--- config.mk ---
export PLATFORM = sky130hd
export DESIGN_NAME = keyframe_track_sampler
export DESIGN_NICKNAME = d
export VERILOG_FILES = /design/src/rtl/kts_pkg.sv /design/src/rtl/kts_ram.sv /design/src/rtl/kts_ctrl.sv /design/src/rtl/kts_dp.sv /design/src/rtl/keyframe_track_sampler.sv
export VERILOG_INCLUDE_DIRS = /design/src /design/src/rtl
export SDC_FILE = /design/constraint.sdc
export NUM_CORES = 2
export LEC_CHECK = 0
export BUFFER_PORTS_ARGS = -buffer_cell sky130_fd_sc_hd__clkbuf_2
export CAP_MARGIN = 20
export CORE_MARGIN = 2
export CORE_UTILIZATION = 57
export CTS_CLUSTER_DIAMETER = 100
export DETAILED_ROUTE_END_ITERATION = 12
export HOLD_SLACK_MARGIN = 0.08
export PLACE_DENSITY_LB_ADDON = 0.3
export SKIP_LAST_GASP = 1
export SLEW_MARGIN = 20
export SYNTH_ARGS = -nofsm -noshare
export SYNTH_HDL_FRONTEND = slang
export SYNTH_SLANG_ARGS = --single-unit
export TNS_END_PERCENT = 5
--- constraint.sdc ---
create_clock -name aclk -period 10.6 [get_ports aclk]
set_clock_uncertainty 0.15 [all_clocks]
set_input_delay 0.53 -clock aclk [delete_from_list [all_inputs] [get_ports aclk]]
set_output_delay 0.53 -clock aclk [all_outputs]
set_load 0.05 [all_outputs]
--- src/rtl/keyframe_track_sampler_macros.svh ---
// Assertion macros for the keyframe track sampler.
// Used by the top level only; no other dependencies.
`ifndef KEYFRAME_TRACK_SAMPLER_MACROS_SVH
`define KEYFRAME_TRACK_SAMPLER_MACROS_SVH

// Same-cycle implication, disabled while reset is asserted.
`define KTS_ASSERT_IMP(label, clk, rstn, ante, cons, msg) \
    label: assert property (@(posedge clk) disable iff (!(rstn)) (ante) |-> (cons)) \
        else $error(msg);

// Next-cycle implication, disabled while reset is asserted.
`define KTS_ASSERT_NXT(label, clk, rstn, ante, cons, msg) \
    label: assert property (@(posedge clk) disable iff (!(rstn)) (ante) |=> (cons)) \
        else $error(msg);

`endif

--- src/rtl/kts_pkg.sv ---
// Shared types, constants and helpers for the keyframe track sampler.
// No dependencies; imported by every module of the block.
package kts_pkg;

    localparam int DEF_MAX_KEYS = 16;
    localparam int DATA_W       = 32;
    localparam int KEY_IDX_W    = 4;
    localparam int KEY_COUNT_W  = 5;
    localparam int ENTRY_W      = 4 * DATA_W;
    localparam int FRAC_BITS    = 16;
    localparam int DIV_STEPS    = FRAC_BITS + 1;
    localparam int DIV_CNT_W    = $clog2(DIV_STEPS);

    localparam logic ACT_WRITE  = 1'b0;
    localparam logic ACT_SAMPLE = 1'b1;

    localparam logic [1:0] COMP_X = 2'd0;
    localparam logic [1:0] COMP_Y = 2'd1;
    localparam logic [1:0] COMP_Z = 2'd2;

    typedef enum logic [1:0] {
        ADDR_FIRST,
        ADDR_LAST,
        ADDR_IDX
    } addr_sel_t;

    typedef enum logic [1:0] {
        RES_ZERO,
        RES_RD,
        RES_LO
    } res_sel_t;

    typedef struct packed {
        logic      write;
        logic      start;
        logic      rd_en;
        addr_sel_t rd_sel;
        logic      lo_load;
        logic      hi_load;
        logic      idx_inc;
        logic      res_set;
        res_sel_t  res_sel;
        logic      div_init;
        logic      div_step;
        logic      sub;
        logic      mul;
        logic      acc;
        logic      out_load;
    } kts_cmd_t;

    typedef struct packed {
        logic n_zero;
        logic q_le_rd;
        logic q_ge_rd;
        logic scan_end;
        logic div_last;
        logic comp_last;
        logic out_free;
    } kts_status_t;

    // Entry layout: {time, x, y, z}
    function automatic logic signed [DATA_W-1:0] entry_time(input logic [ENTRY_W-1:0] e);
        return e[4*DATA_W-1:3*DATA_W];
    endfunction

    function automatic logic signed [DATA_W-1:0] entry_comp(input logic [ENTRY_W-1:0] e,
                                                            input logic [1:0] c);
        logic signed [DATA_W-1:0] r;
        case (c)
            COMP_X:  r = e[3*DATA_W-1:2*DATA_W];
            COMP_Y:  r = e[2*DATA_W-1:DATA_W];
            default: r = e[DATA_W-1:0];
        endcase
        return r;
    endfunction

endpackage

--- src/rtl/kts_ram.sv ---
// Generic single-port-write, single-port-read RAM with registered read data.
// Depends on kts_pkg for default sizes.
module kts_ram import kts_pkg::*; #(
    parameter int WIDTH = ENTRY_W,
    parameter int DEPTH = DEF_MAX_KEYS
) (
    input  logic                     aclk,
    input  logic                     we,
    input  logic [$clog2(DEPTH)-1:0] waddr,
    input  logic [WIDTH-1:0]         wdata,
    input  logic                     re,
    input  logic [$clog2(DEPTH)-1:0] raddr,
    output logic [WIDTH-1:0]         rdata
);

    logic [WIDTH-1:0] mem [DEPTH];
    logic [WIDTH-1:0] rdata_reg;

    always_ff @(posedge aclk) begin
        if (we) begin
            mem[waddr] <= wdata;
        end
        if (re) begin
            rdata_reg <= mem[raddr];
        end
    end

    assign rdata = rdata_reg;

endmodule

--- src/rtl/kts_ctrl.sv ---
// Sequencing state machine for the keyframe track sampler.
// Depends on kts_pkg; drives kts_dp through command and status structs.
module kts_ctrl import kts_pkg::*; (
    input  logic        aclk,
    input  logic        aresetn,
    input  logic        s_valid,
    input  logic        s_action,
    output logic        s_ready,
    input  kts_status_t status,
    output kts_cmd_t    cmd
);

    typedef enum logic [3:0] {
        ST_IDLE,
        ST_RD_FIRST,
        ST_CHK_FIRST,
        ST_RD_LAST,
        ST_CHK_LAST,
        ST_RD_SCAN,
        ST_CHK_SCAN,
        ST_DIV_INIT,
        ST_DIV_STEP,
        ST_SUB,
        ST_MUL,
        ST_ACC,
        ST_EMIT
    } state_t;

    state_t state_reg;
    state_t state_next;

    always_ff @(posedge aclk) begin
        if (!aresetn) begin
            state_reg <= ST_IDLE;
        end else begin
            state_reg <= state_next;
        end
    end

    assign s_ready = (state_reg == ST_IDLE);

    always_comb begin
        cmd        = '0;
        cmd.rd_sel = ADDR_FIRST;
        cmd.res_sel = RES_ZERO;
        state_next = state_reg;
        unique case (state_reg)
            ST_IDLE: begin
                if (s_valid) begin
                    if (s_action == ACT_SAMPLE) begin
                        cmd.start  = 1'b1;
                        state_next = ST_RD_FIRST;
                    end else begin
                        cmd.write = 1'b1;
                    end
                end
            end
            ST_RD_FIRST: begin
                if (status.n_zero) begin
                    cmd.res_set = 1'b1;
                    cmd.res_sel = RES_ZERO;
                    state_next  = ST_EMIT;
                end else begin
                    cmd.rd_en  = 1'b1;
                    cmd.rd_sel = ADDR_FIRST;
                    state_next = ST_CHK_FIRST;
                end
            end
            ST_CHK_FIRST: begin
                cmd.lo_load = 1'b1;
                if (status.q_le_rd) begin
                    cmd.res_set = 1'b1;
                    cmd.res_sel = RES_RD;
                    state_next  = ST_EMIT;
                end else begin
                    state_next = ST_RD_LAST;
                end
            end
            ST_RD_LAST: begin
                cmd.rd_en  = 1'b1;
                cmd.rd_sel = ADDR_LAST;
                state_next = ST_CHK_LAST;
            end
            ST_CHK_LAST: begin
                if (status.q_ge_rd) begin
                    cmd.res_set = 1'b1;
                    cmd.res_sel = RES_RD;
                    state_next  = ST_EMIT;
                end else begin
                    state_next = ST_RD_SCAN;
                end
            end
            ST_RD_SCAN: begin
                if (status.scan_end) begin
                    cmd.res_set = 1'b1;
                    cmd.res_sel = RES_LO;
                    state_next  = ST_EMIT;
                end else begin
                    cmd.rd_en  = 1'b1;
                    cmd.rd_sel = ADDR_IDX;
                    state_next = ST_CHK_SCAN;
                end
            end
            ST_CHK_SCAN: begin
                cmd.hi_load = 1'b1;
                if (status.q_le_rd) begin
                    state_next = ST_DIV_INIT;
                end else begin
                    cmd.lo_load = 1'b1;
                    cmd.idx_inc = 1'b1;
                    state_next  = ST_RD_SCAN;
                end
            end
            ST_DIV_INIT: begin
                cmd.div_init = 1'b1;
                state_next   = ST_DIV_STEP;
            end
            ST_DIV_STEP: begin
                cmd.div_step = 1'b1;
                if (status.div_last) begin
                    state_next = ST_SUB;
                end
            end
            ST_SUB: begin
                cmd.sub    = 1'b1;
                state_next = ST_MUL;
            end
            ST_MUL: begin
                cmd.mul    = 1'b1;
                state_next = ST_ACC;
            end
            ST_ACC: begin
                cmd.acc    = 1'b1;
                state_next = status.comp_last ? ST_EMIT : ST_SUB;
            end
            ST_EMIT: begin
                if (status.out_free) begin
                    cmd.out_load = 1'b1;
                    state_next   = ST_IDLE;
                end
            end
            default: begin
                state_next = ST_IDLE;
            end
        endcase
    end

endmodule

--- src/rtl/kts_dp.sv ---
// Datapath: key table, search registers, shift-subtract divider, shared
// multiplier and output register. Depends on kts_pkg and kts_ram.
module kts_dp import kts_pkg::*; #(
    parameter int MAX_KEYS = DEF_MAX_KEYS
) (
    input  logic                          aclk,
    input  logic                          aresetn,
    input  kts_cmd_t                      cmd,
    output kts_status_t                   status,
    input  logic                          cfg_valid,
    input  logic [KEY_COUNT_W-1:0]        cfg_key_count,
    input  logic [KEY_IDX_W-1:0]          s_key_index,
    input  logic signed [DATA_W-1:0]      s_key_time,
    input  logic signed [DATA_W-1:0]      s_value_x,
    input  logic signed [DATA_W-1:0]      s_value_y,
    input  logic signed [DATA_W-1:0]      s_value_z,
    input  logic signed [DATA_W-1:0]      s_sample_time,
    input  logic                          m_ready,
    output logic                          m_valid,
    output logic signed [DATA_W-1:0]      m_out_x,
    output logic signed [DATA_W-1:0]      m_out_y,
    output logic signed [DATA_W-1:0]      m_out_z,
    output logic                          m_held_at_end
);

    localparam int AW = $clog2(MAX_KEYS);
    localparam int CW = $clog2(MAX_KEYS + 1);
    localparam int PW = 2 * DATA_W + DIV_STEPS + 2;

    logic [KEY_COUNT_W-1:0]     key_count_reg;
    logic [CW-1:0]              n_reg;
    logic [CW-1:0]              idx_reg;
    logic [CW-1:0]              n_minus1;
    logic signed [DATA_W-1:0]   q_reg;
    logic [ENTRY_W-1:0]         lo_reg;
    logic [ENTRY_W-1:0]         hi_reg;
    logic [ENTRY_W-1:0]         rd_data;
    logic signed [DATA_W-1:0]   rd_time;
    logic [AW-1:0]              rd_addr;
    logic                       key_in_range;

    logic signed [DATA_W:0]     num_c;
    logic signed [DATA_W:0]     num_reg;
    logic signed [DATA_W:0]     span_reg;
    logic [DATA_W+1:0]          rem_reg;
    logic [DATA_W+1:0]          span_ext;
    logic [DATA_W+1:0]          rem_sel;
    logic                       div_bit;
    logic                       div_bad;
    logic [DIV_STEPS-1:0]       quot_reg;
    logic [DIV_CNT_W-1:0]       div_cnt_reg;

    logic [1:0]                 comp_reg;
    logic signed [DATA_W-1:0]   a_sel;
    logic signed [DATA_W-1:0]   b_sel;
    logic signed [DATA_W:0]     diff_reg;
    logic signed [PW-1:0]       prod_reg;
    logic signed [PW-1:0]       acc_sum;

    logic signed [DATA_W-1:0]   res_x_reg;
    logic signed [DATA_W-1:0]   res_y_reg;
    logic signed [DATA_W-1:0]   res_z_reg;
    logic                       res_held_reg;

    logic                       m_valid_reg;
    logic signed [DATA_W-1:0]   out_x_reg;
    logic signed [DATA_W-1:0]   out_y_reg;
    logic signed [DATA_W-1:0]   out_z_reg;
    logic                       out_held_reg;

    assign key_in_range = (32'(s_key_index) < MAX_KEYS);
    assign n_minus1     = n_reg - CW'(1);

    always_comb begin
        case (cmd.rd_sel)
            ADDR_FIRST: rd_addr = '0;
            ADDR_LAST:  rd_addr = n_minus1[AW-1:0];
            default:    rd_addr = idx_reg[AW-1:0];
        endcase
    end

    kts_ram #(
        .WIDTH (ENTRY_W),
        .DEPTH (MAX_KEYS)
    ) u_ram (
        .aclk  (aclk),
        .we    (cmd.write && key_in_range),
        .waddr (AW'(s_key_index)),
        .wdata ({s_key_time, s_value_x, s_value_y, s_value_z}),
        .re    (cmd.rd_en),
        .raddr (rd_addr),
        .rdata (rd_data)
    );

    assign rd_time = entry_time(rd_data);

    // Divider: one quotient bit per step, numerator never exceeds span
    assign num_c    = {q_reg[DATA_W-1], q_reg} - {lo_reg[ENTRY_W-1], entry_time(lo_reg)};
    assign span_ext = {1'b0, span_reg};
    assign div_bit  = (rem_reg >= span_ext);
    assign div_bad  = (span_reg <= 0) || (num_reg <= 0);
    assign rem_sel  = div_bit ? (rem_reg - span_ext) : rem_reg;

    assign a_sel   = entry_comp(lo_reg, comp_reg);
    assign b_sel   = entry_comp(hi_reg, comp_reg);
    assign acc_sum = PW'(a_sel) + (prod_reg >>> FRAC_BITS);

    always_ff @(posedge aclk) begin
        if (!aresetn) begin
            key_count_reg <= '0;
            m_valid_reg   <= 1'b0;
        end else begin
            if (cfg_valid) begin
                key_count_reg <= cfg_key_count;
            end
            if (cmd.out_load) begin
                m_valid_reg <= 1'b1;
            end else if (m_ready) begin
                m_valid_reg <= 1'b0;
            end
        end
    end

    always_ff @(posedge aclk) begin
        if (cmd.start) begin
            q_reg   <= s_sample_time;
            idx_reg <= CW'(1);
            if (32'(key_count_reg) > MAX_KEYS) begin
                n_reg <= CW'(MAX_KEYS);
            end else begin
                n_reg <= CW'(key_count_reg);
            end
        end
        if (cmd.idx_inc) begin
            idx_reg <= idx_reg + CW'(1);
        end
        if (cmd.lo_load) begin
            lo_reg <= rd_data;
        end
        if (cmd.hi_load) begin
            hi_reg <= rd_data;
        end

        if (cmd.div_init) begin
            num_reg      <= num_c;
            span_reg     <= {hi_reg[ENTRY_W-1], entry_time(hi_reg)} -
                            {lo_reg[ENTRY_W-1], entry_time(lo_reg)};
            rem_reg      <= {1'b0, num_c};
            quot_reg     <= '0;
            div_cnt_reg  <= '0;
            comp_reg     <= COMP_X;
            res_held_reg <= 1'b0;
        end
        if (cmd.div_step) begin
            rem_reg     <= {rem_sel[DATA_W:0], 1'b0};
            quot_reg    <= {quot_reg[DIV_STEPS-2:0], div_bit & ~div_bad};
            div_cnt_reg <= div_cnt_reg + DIV_CNT_W'(1);
        end

        if (cmd.sub) begin
            diff_reg <= (DATA_W+1)'(b_sel) - (DATA_W+1)'(a_sel);
        end
        if (cmd.mul) begin
            prod_reg <= diff_reg * $signed({1'b0, quot_reg});
        end
        if (cmd.acc) begin
            case (comp_reg)
                COMP_X:  res_x_reg <= acc_sum[DATA_W-1:0];
                COMP_Y:  res_y_reg <= acc_sum[DATA_W-1:0];
                default: res_z_reg <= acc_sum[DATA_W-1:0];
            endcase
            comp_reg <= comp_reg + 2'd1;
        end

        if (cmd.res_set) begin
            res_held_reg <= 1'b1;
            case (cmd.res_sel)
                RES_RD: begin
                    res_x_reg <= entry_comp(rd_data, COMP_X);
                    res_y_reg <= entry_comp(rd_data, COMP_Y);
                    res_z_reg <= entry_comp(rd_data, COMP_Z);
                end
                RES_LO: begin
                    res_x_reg <= entry_comp(lo_reg, COMP_X);
                    res_y_reg <= entry_comp(lo_reg, COMP_Y);
                    res_z_reg <= entry_comp(lo_reg, COMP_Z);
                end
                default: begin
                    res_x_reg <= '0;
                    res_y_reg <= '0;
                    res_z_reg <= '0;
                end
            endcase
        end

        if (cmd.out_load) begin
            out_x_reg    <= res_x_reg;
            out_y_reg    <= res_y_reg;
            out_z_reg    <= res_z_reg;
            out_held_reg <= res_held_reg;
        end
    end

    assign status.n_zero    = (n_reg == '0);
    assign status.q_le_rd   = (q_reg <= rd_time);
    assign status.q_ge_rd   = (q_reg >= rd_time);
    assign status.scan_end  = (idx_reg == n_reg);
    assign status.div_last  = (div_cnt_reg == DIV_CNT_W'(DIV_STEPS - 1));
    assign status.comp_last = (comp_reg == COMP_Z);
    assign status.out_free  = !m_valid_reg || m_ready;

    assign m_valid       = m_valid_reg;
    assign m_out_x       = out_x_reg;
    assign m_out_y       = out_y_reg;
    assign m_out_z       = out_z_reg;
    assign m_held_at_end = out_held_reg;

endmodule

--- src/rtl/keyframe_track_sampler.sv ---
// Keyframe track sampler: keyframe table with linear interpolation.
// Top level; depends on kts_pkg, kts_ctrl, kts_dp (and kts_ram below it).
//
// Usage:
//   s_* channel carries items. action = write stores key_time and the value
//   vector in slot key_index (slots at or above MAX_KEYS are dropped) and
//   gives no result. action = sample returns one beat on
//   the m_* channel with the vector at sample_time.
//   cfg_* channel writes key_count (keys in use); always ready, write it
//   only while the block is idle.
// Sample paths, shortest first: empty table, query at or before the first
//   key, at or after the last key, interpolated between keys i-1 and i
//   (longer for larger i). The table scan reads one entry at a time from the
//   single-read key memory, then a 17-step shift-subtract divider and one
//   shared multiplier used three times.
// One sample is in flight at a time; s_ready is high only between samples.
// The result sits in an output register, so a new item is taken while the
//   receiver stalls; a later result waits until that beat is taken.
// Reset clears key_count and the output valid; table contents stay undefined
//   until written.
module keyframe_track_sampler import kts_pkg::*; #(
    parameter int MAX_KEYS = DEF_MAX_KEYS
) (
    input  logic                     aclk,
    input  logic                     aresetn,
    input  logic                     cfg_valid,
    output logic                     cfg_ready,
    input  logic [KEY_COUNT_W-1:0]   cfg_key_count,
    input  logic                     s_valid,
    output logic                     s_ready,
    input  logic                     s_action,
    input  logic [KEY_IDX_W-1:0]     s_key_index,
    input  logic signed [DATA_W-1:0] s_key_time,
    input  logic signed [DATA_W-1:0] s_value_x,
    input  logic signed [DATA_W-1:0] s_value_y,
    input  logic signed [DATA_W-1:0] s_value_z,
    input  logic signed [DATA_W-1:0] s_sample_time,
    output logic                     m_valid,
    input  logic                     m_ready,
    output logic signed [DATA_W-1:0] m_out_x,
    output logic signed [DATA_W-1:0] m_out_y,
    output logic signed [DATA_W-1:0] m_out_z,
    output logic                     m_held_at_end
);

    `include "keyframe_track_sampler_macros.svh"

    kts_cmd_t    cmd;
    kts_status_t status;

    assign cfg_ready = 1'b1;

    kts_ctrl u_ctrl (
        .aclk     (aclk),
        .aresetn  (aresetn),
        .s_valid  (s_valid),
        .s_action (s_action),
        .s_ready  (s_ready),
        .status   (status),
        .cmd      (cmd)
    );

    kts_dp #(
        .MAX_KEYS (MAX_KEYS)
    ) u_dp (
        .aclk          (aclk),
        .aresetn       (aresetn),
        .cmd           (cmd),
        .status        (status),
        .cfg_valid     (cfg_valid),
        .cfg_key_count (cfg_key_count),
        .s_key_index   (s_key_index),
        .s_key_time    (s_key_time),
        .s_value_x     (s_value_x),
        .s_value_y     (s_value_y),
        .s_value_z     (s_value_z),
        .s_sample_time (s_sample_time),
        .m_ready       (m_ready),
        .m_valid       (m_valid),
        .m_out_x       (m_out_x),
        .m_out_y       (m_out_y),
        .m_out_z       (m_out_z),
        .m_held_at_end (m_held_at_end)
    );

    `KTS_ASSERT_NXT(a_sample_busy, aclk, aresetn, s_valid && s_ready && (s_action == ACT_SAMPLE), !s_ready, "sample accepted but block still ready")
    `KTS_ASSERT_IMP(a_no_overwrite, aclk, aresetn, cmd.out_load, status.out_free, "pending result overwritten")
    `KTS_ASSERT_IMP(a_div_busy, aclk, aresetn, cmd.div_step || cmd.mul, !s_ready && !cmd.write, "arithmetic step while idle")

endmodule
# --- After elaboration in Yosys (flattened, before gate mapping) ---
# Memory sizes are Yosys's and may differ from the RTL's. A register that Yosys moved wholly into a read port is not among the register bits.
# Cells that the tools add are included.
classes:
  n_div: 0
  reduce_logical: 19
  bitwise_logic: 2
  shift: 0
  order_cmp: 6
  add_sub_neg: 9
  eq_ne: 24
  muxes: 63
  n_mul: 1
op_table:
  columns: ["cell", "count"]
  rows:
  - ["32-bit one-hot mux with 2 select lines", 5]
  - ["32-bit 2-to-1 mux", 9]
  - ["32-bit by 32-bit subtractor with 33-bit output", 3]
  - ["34-bit 2-to-1 mux", 2]
  - ["33-bit by 1-bit less-or-equal comparator with 1-bit output, second input constant", 2]
  - ["4-bit one-hot mux with 13 select lines", 1]
  - ["33-bit by 18-bit multiplier with 48-bit output", 1]
  - ["34-bit by 33-bit >= comparator with 1-bit output", 1]
  - ["17-bit 2-to-1 mux", 2]
  - ["33-bit 2-to-1 mux", 1]
  - ["33-bit subtractor", 1]
  - ["32-bit adder", 1]
  - ["32-bit >= comparator", 1]
  - ["32-bit less-or-equal comparator", 1]
  - ["4-bit 2-to-1 mux", 8]
  - ["3-bit 2-to-1 mux", 7]
  - ["4-bit equality test, second input constant", 5]
  - ["5-bit 2-to-1 mux", 4]
  - ["4-bit by 3-bit equality test with 1-bit output, second input constant", 4]
  - ["1-bit 2-to-1 mux", 14]
  - ["2-bit nonzero test", 7]
  - ["2-bit 2-to-1 mux", 6]
  - ["3-bit one-hot mux with 4 select lines", 1]
  - ["5-bit by 1-bit adder with 5-bit output, second input constant", 2]
  - ["24 further kinds", 35]
totals:
  in_bits: 175
  mem_count: 1
  mem_bits_rw: 2048
  romBits: 0
  output_inout_bits: 100
  elab_cells: 150
  latch_bits: 0
  regBits: 707
memory_table:
  columns: ["name", "depth", "width", "rd", "rd_ports_with_merged_regs", "wr", "line_no", "rtl"]
  rows:
  - ["u_dp.u_ram.mem", 16, 128, 1, 1, 1, "kts_ram.sv:16", "logic [WIDTH-1:0] mem [DEPTH];"]

# --- Logic depth before layout (Yosys ltp) ---
depth:
  word_depth: 6
  ltp_mapped: 27
  mapped_depth_nobuf: 26

# --- Cells and area by module ---
# A second synthesis with hierarchy kept.
unflattened:
  hier_cells: 8184
  area_unflattened_um2: 132983.8
modules_own_cells:
  columns: ["mod", "n_inst", "cells_per_inst", "seq_area_each_um2", "area_per_inst_um2"]
  rows:
  - ["kts_ram", 1, 3365, 65342.7, 80612.3]
  - ["kts_dp", 1, 4747, 20549.7, 51827.2]
  - ["kts_ctrl", 1, 70, 80.1, 533.0]
  - ["keyframe_track_sampler", 1, 2, 0.0, 11.3]

# --- Worst setup path before layout ---
# OpenSTA, ideal clock, no wires.
synth_path:
  path_type: "reg-to-reg"
  start: "reg u_ctrl.state_reg[0]"
  end: "mem u_dp.u_ram.mem[0][0] in the netlist's numbering, enable pin"
  path_buffers: 0
  arrival_ns: 11.231
  stages_incl_launch_ff: 7
  setup_time_ns: 0.774
  slack_ns: -1.555
  required_time_ns: 9.676
  period_less_slack_ns: 12.155
  path_cell_list: "dfxtp_1 -> or2_1 -> nor3_1 -> nand2_1 -> or2_2 -> or3_1 -> nor3_1"
synth_via:
  elab_chain_len: 4
synth_rtl:
  columns: ["item", "line_no", "rtl"]
  rows:
  - ["start: declaration", "kts_ctrl.sv:29", "state_t state_reg;"]
  - ["start signal: assignment", "kts_ctrl.sv:36", "state_reg <= state_next;"]
  - ["4-bit zero test", null, null]
  - ["named net s_ready", "keyframe_track_sampler.sv:30", "output logic s_ready,"]
  - ["2-bit 2-to-1 mux", "kts_ctrl.sv:47", "unique case (state_reg)"]
  - ["1-bit 2-to-1 mux", "kts_ram.sv:20", "if (we) begin"]
  - ["1-bit 2-to-1 mux (implied by the code)", "kts_ram.sv:21", "mem[waddr] <= wdata;"]
  - ["end: declaration", "kts_ram.sv:16", null]
# The timed path passes the listed nets, and every way through them passes these cells.

# --- Worst setup path after layout ---
layout_path:
  start: "reg u_dp.quot_reg[9]"
  end: "reg u_dp.prod_reg[45], data pin"
layout_via:
  elab_chain_len: 1
layout_rtl:
  columns: ["item", "line_no", "rtl"]
  rows:
  - ["start: declaration", "kts_dp.sv:50", "logic [DIV_STEPS-1:0] quot_reg;"]
  - ["start signal: assignment", "kts_dp.sv:156", "quot_reg <= {quot_reg[DIV_STEPS-2:0], div_bit & ~div_bad};"]
  - ["33-bit by 18-bit multiplier with 48-bit output", "kts_dp.sv:164", "prod_reg <= diff_reg * $signed({1'b0, quot_reg});"]
  - ["end signal: assignment", "kts_dp.sv:164", null]
  - ["end: declaration", "kts_dp.sv:57", "logic signed [PW-1:0] prod_reg;"]
# Every way passes these cells.
# A chain may end at the register's enable or synchronous reset.

==> flow_summary.yaml <==
floorplanning:
  die_area_um2: 242000
  die_x_um: 492
  die_h_um: 492
  initial_utilization: 0.572
  io-pin-count: 275
  core_um2: 237000
  rows: 179
final_layout:
  final_nets: 12000
  n_fill_cell: 17000
  top_register: "u_dp.u_ram.mem"
  stdcell_count: 14400
  regArea_um2: 86000
  syn_to_final_growth_pct: 11.7
  fin_util: 0.638
  largest_reg_flops: 2048
  drive_gt1_frac: 0.0787
  multi_input_area_um2: 44700
timing:
  setup_viol: 0
  finalMaxSlewViolations: 0
  layout_min_cycle_time_ns: 7.83
  max-slew-margin-rel: 0.120
  rsz0062_at_grt: "no"
  period_share: 0.739
  final.setup.tns_ns: 0
  hold_violations: 0
  worstMarginPinSlew_ns: 1.32
  whs_ns: 0.169
  fmax_mhz: 128
clock_tree:
  clk_pin_slew_ns: 0.06
  cts_buffer_depth: 4
  cts-buffers-inserted: 306
  cts_tree: "done"
  cts-root-buf: "clkbuf_16"
  cts_resized: 0
  clkLatencyLatePin_ns: 0.97
  cts.sinks: 2867
  h-tree-depth: 5
pwr:
  clkPwrFrac: 0.262
  p_per_area_nw_per_um2: 256
  p_int_mw: 25.5
  sw_frac_of_total: 0.344
  p_seq_frac: 0.373
  leakage_nw: 56.3
  combinationalPowerShare: 0.365
  max-vdd-ir-drop_mv: 0.493
  p_switching_mw: 13.3
global_route:
  grt_pass1_wl_um: 532000
  overflow: 0
  grt_max_degree: 183
  grt_antenna_before_repair: 54
  grt_pass1_vias: 85900
  gr-usage-all-layers: 0.291
setup_path:
  worstPathMaxFanout: 22
  crit_type: "register to register"
  cp_data_arrival_time_ns: 8.38
  cp-end-kind: "register"
  cp_data_required_time_ns: 11.15
  critPathLaunchType: "register"
synth:
  synth.avg_cell_area_um2: 12.7
  netlist_top_cells_count: "edfxtp_1, nand2_1, inv_1"
  synth_ff_type: "edfxtp_1"
  yosysMostFrequentCell: "edfxtp_1"
  syn_area_um2: 136000
  synth_edf_count: 2855
  synth_nets: 11700
  async_reset_ff_frac: 0
  yosys.area.top_type: "edfxtp_1"
  synth_seq_cells: 2867
  yosys_warnings: 0
  synth_cell_types: 74
  yosysSeqAreaShare: 0.634
  syn_inst: 10700
  synth_top_area_frac: 0.632
  synthTopCellsByArea: "edfxtp_1, fa_1, nand2_1"
routing:
  vias: 87900
  drt_pre_antenna_iters: 6
  routedWlPerCell_um: 24.8
  drt_iter0_markers: 9947
  drc_errors: 0
  vias_per_cell: 6.10
  wl_um: 357000
  postRouteAntennaNets: 0
run_status:
  status: "finished clean"
placement:
  dp_cells: 13700
  dpl.hpwl_um: 214000
  portBuffers: 273
  gp_congestion: 0.924
min_path:
  hold_class: "input pin to register"
run:
  cap_violations: 0
metal layers:
| metal | track usage | vias to the layer above | part of all wire |
|---|---|---|---|
| met5 | 0 | - | 0.00086 |
| met4 | 0.113 | 44 | 0.040 |
| met3 | 0.0560 | 787 | 0.097 |
| met2 | 0.461 | 4530 | 0.47 |
| met1 | 0.402 | 43800 | 0.39 |
| li1 | - | 38700 | - |
worst max-delay path: stages (launching register included):
cell and delay [ns]:
edfxtp_1 0.66, buf_4 0.38, nand2_1 0.14, fa_1 0.59
inv_1 0.06, fa_1 0.48, fa_1 0.58, fa_1 0.46
fa_1 0.53, inv_1 0.07, fa_1 0.48, inv_1 0.05
ha_1 0.32, a21o_1 0.18, a21oi_1 0.16, nor2b_1 0.08
o41ai_1 0.47, o21ai_0 0.29, a211oi_1 0.52, o31ai_1 0.26
a41oi_1 0.35, inv_1 0.07, a21oi_1 0.19, xnor2_1 0.08
metrics by stage:
step / area, um2 / setup slack, ns / power (mW)
2_1_floorplan: 136000 / -1.36 / 24.3
6_report: 151000 / 2.77 / 38.8
4_1_cts: 151000 / 2.82 / 38.8
3_3_place_gp: 140000 / 2.41 / 28.2
5_1_grt: 151000 / 2.44 / 40.9
3_5_place_dp: 140000 / 2.78 / 28.5
area by class of cell:
class,instances,area share
diodes,24,0.000397
clock buffers,375,0.0538
clock inverters,146,0.00845
inverters,768,0.0190
multi-input cells,6484,0.295
flip-flops and latches,2867,0.568
well taps,3167,0.0262
repair buffers,573,0.0292
repair_timing:
item,4_1_cts,5_1_grt
buffers inserted,0,0
setup endpoints to repair,0,0
hold buffers,176,0
hold endpoints to repair,2090,0
worst paths after layout:
check                           slack (ns)                           to                      startpoint  cells past startpoint
worst max-delay path                  2.77  u_dp.prod_reg[45]$_DFFE_PP_  u_dp.quot_reg[9]$_SDFFCE_PN0P_                     23
worst min-delay path                  0.17      u_dp.q_reg[0]$_DFFE_PP_                s_sample_time[0]                      2
worst max register to register        2.77  u_dp.prod_reg[45]$_DFFE_PP_  u_dp.quot_reg[9]$_SDFFCE_PN0P_                     23
worst min register to register        0.25   u_dp.m_out_z[16]$_DFFE_PP_    u_dp.res_z_reg[16]$_DFFE_PP_                      0
cells in the final DEF, fill, tap and decap left out, types with 291 or more instances in the layout:
cell / instances
fa_1: 519
ha_1: 307
inv_1: 767
clkbuf_16: 317
nand3_1: 530
a311oi_1: 377
nand2_1: 2429
edfxtp_1: 2855
and2_1: 336
a21oi_1: 291
cell families (layout without fill, tap and decap cells):
kind of cell	count (synthesis)	after routing	share of synthesized area
AND/OR/NAND/NOR	3924	3924	0.129
buffers and inverters	1358	1862	0.0381
other	1	25	0.0000277
XOR/XNOR	192	192	0.0124
multiplexers	52	52	0.00467
flip-flops	2867	2867	0.634
adder cells (fa/ha/maj)	830	830	0.105
AO/OA/AOI/OAI	1485	1485	0.0767
power by group through the flow:
stage	logic (mW)	registers, mW	clock network (mW)
finish	14.2	14.5	10.2
global route	15.8	14.5	10.7
CTS	14.1	14.5	10.2
detailed placement	13.8	14.7	0
global placement	13.5	14.7	0
floorplan	9.81	14.5	0
No activity file was read; power rests on OpenSTA's default activity.
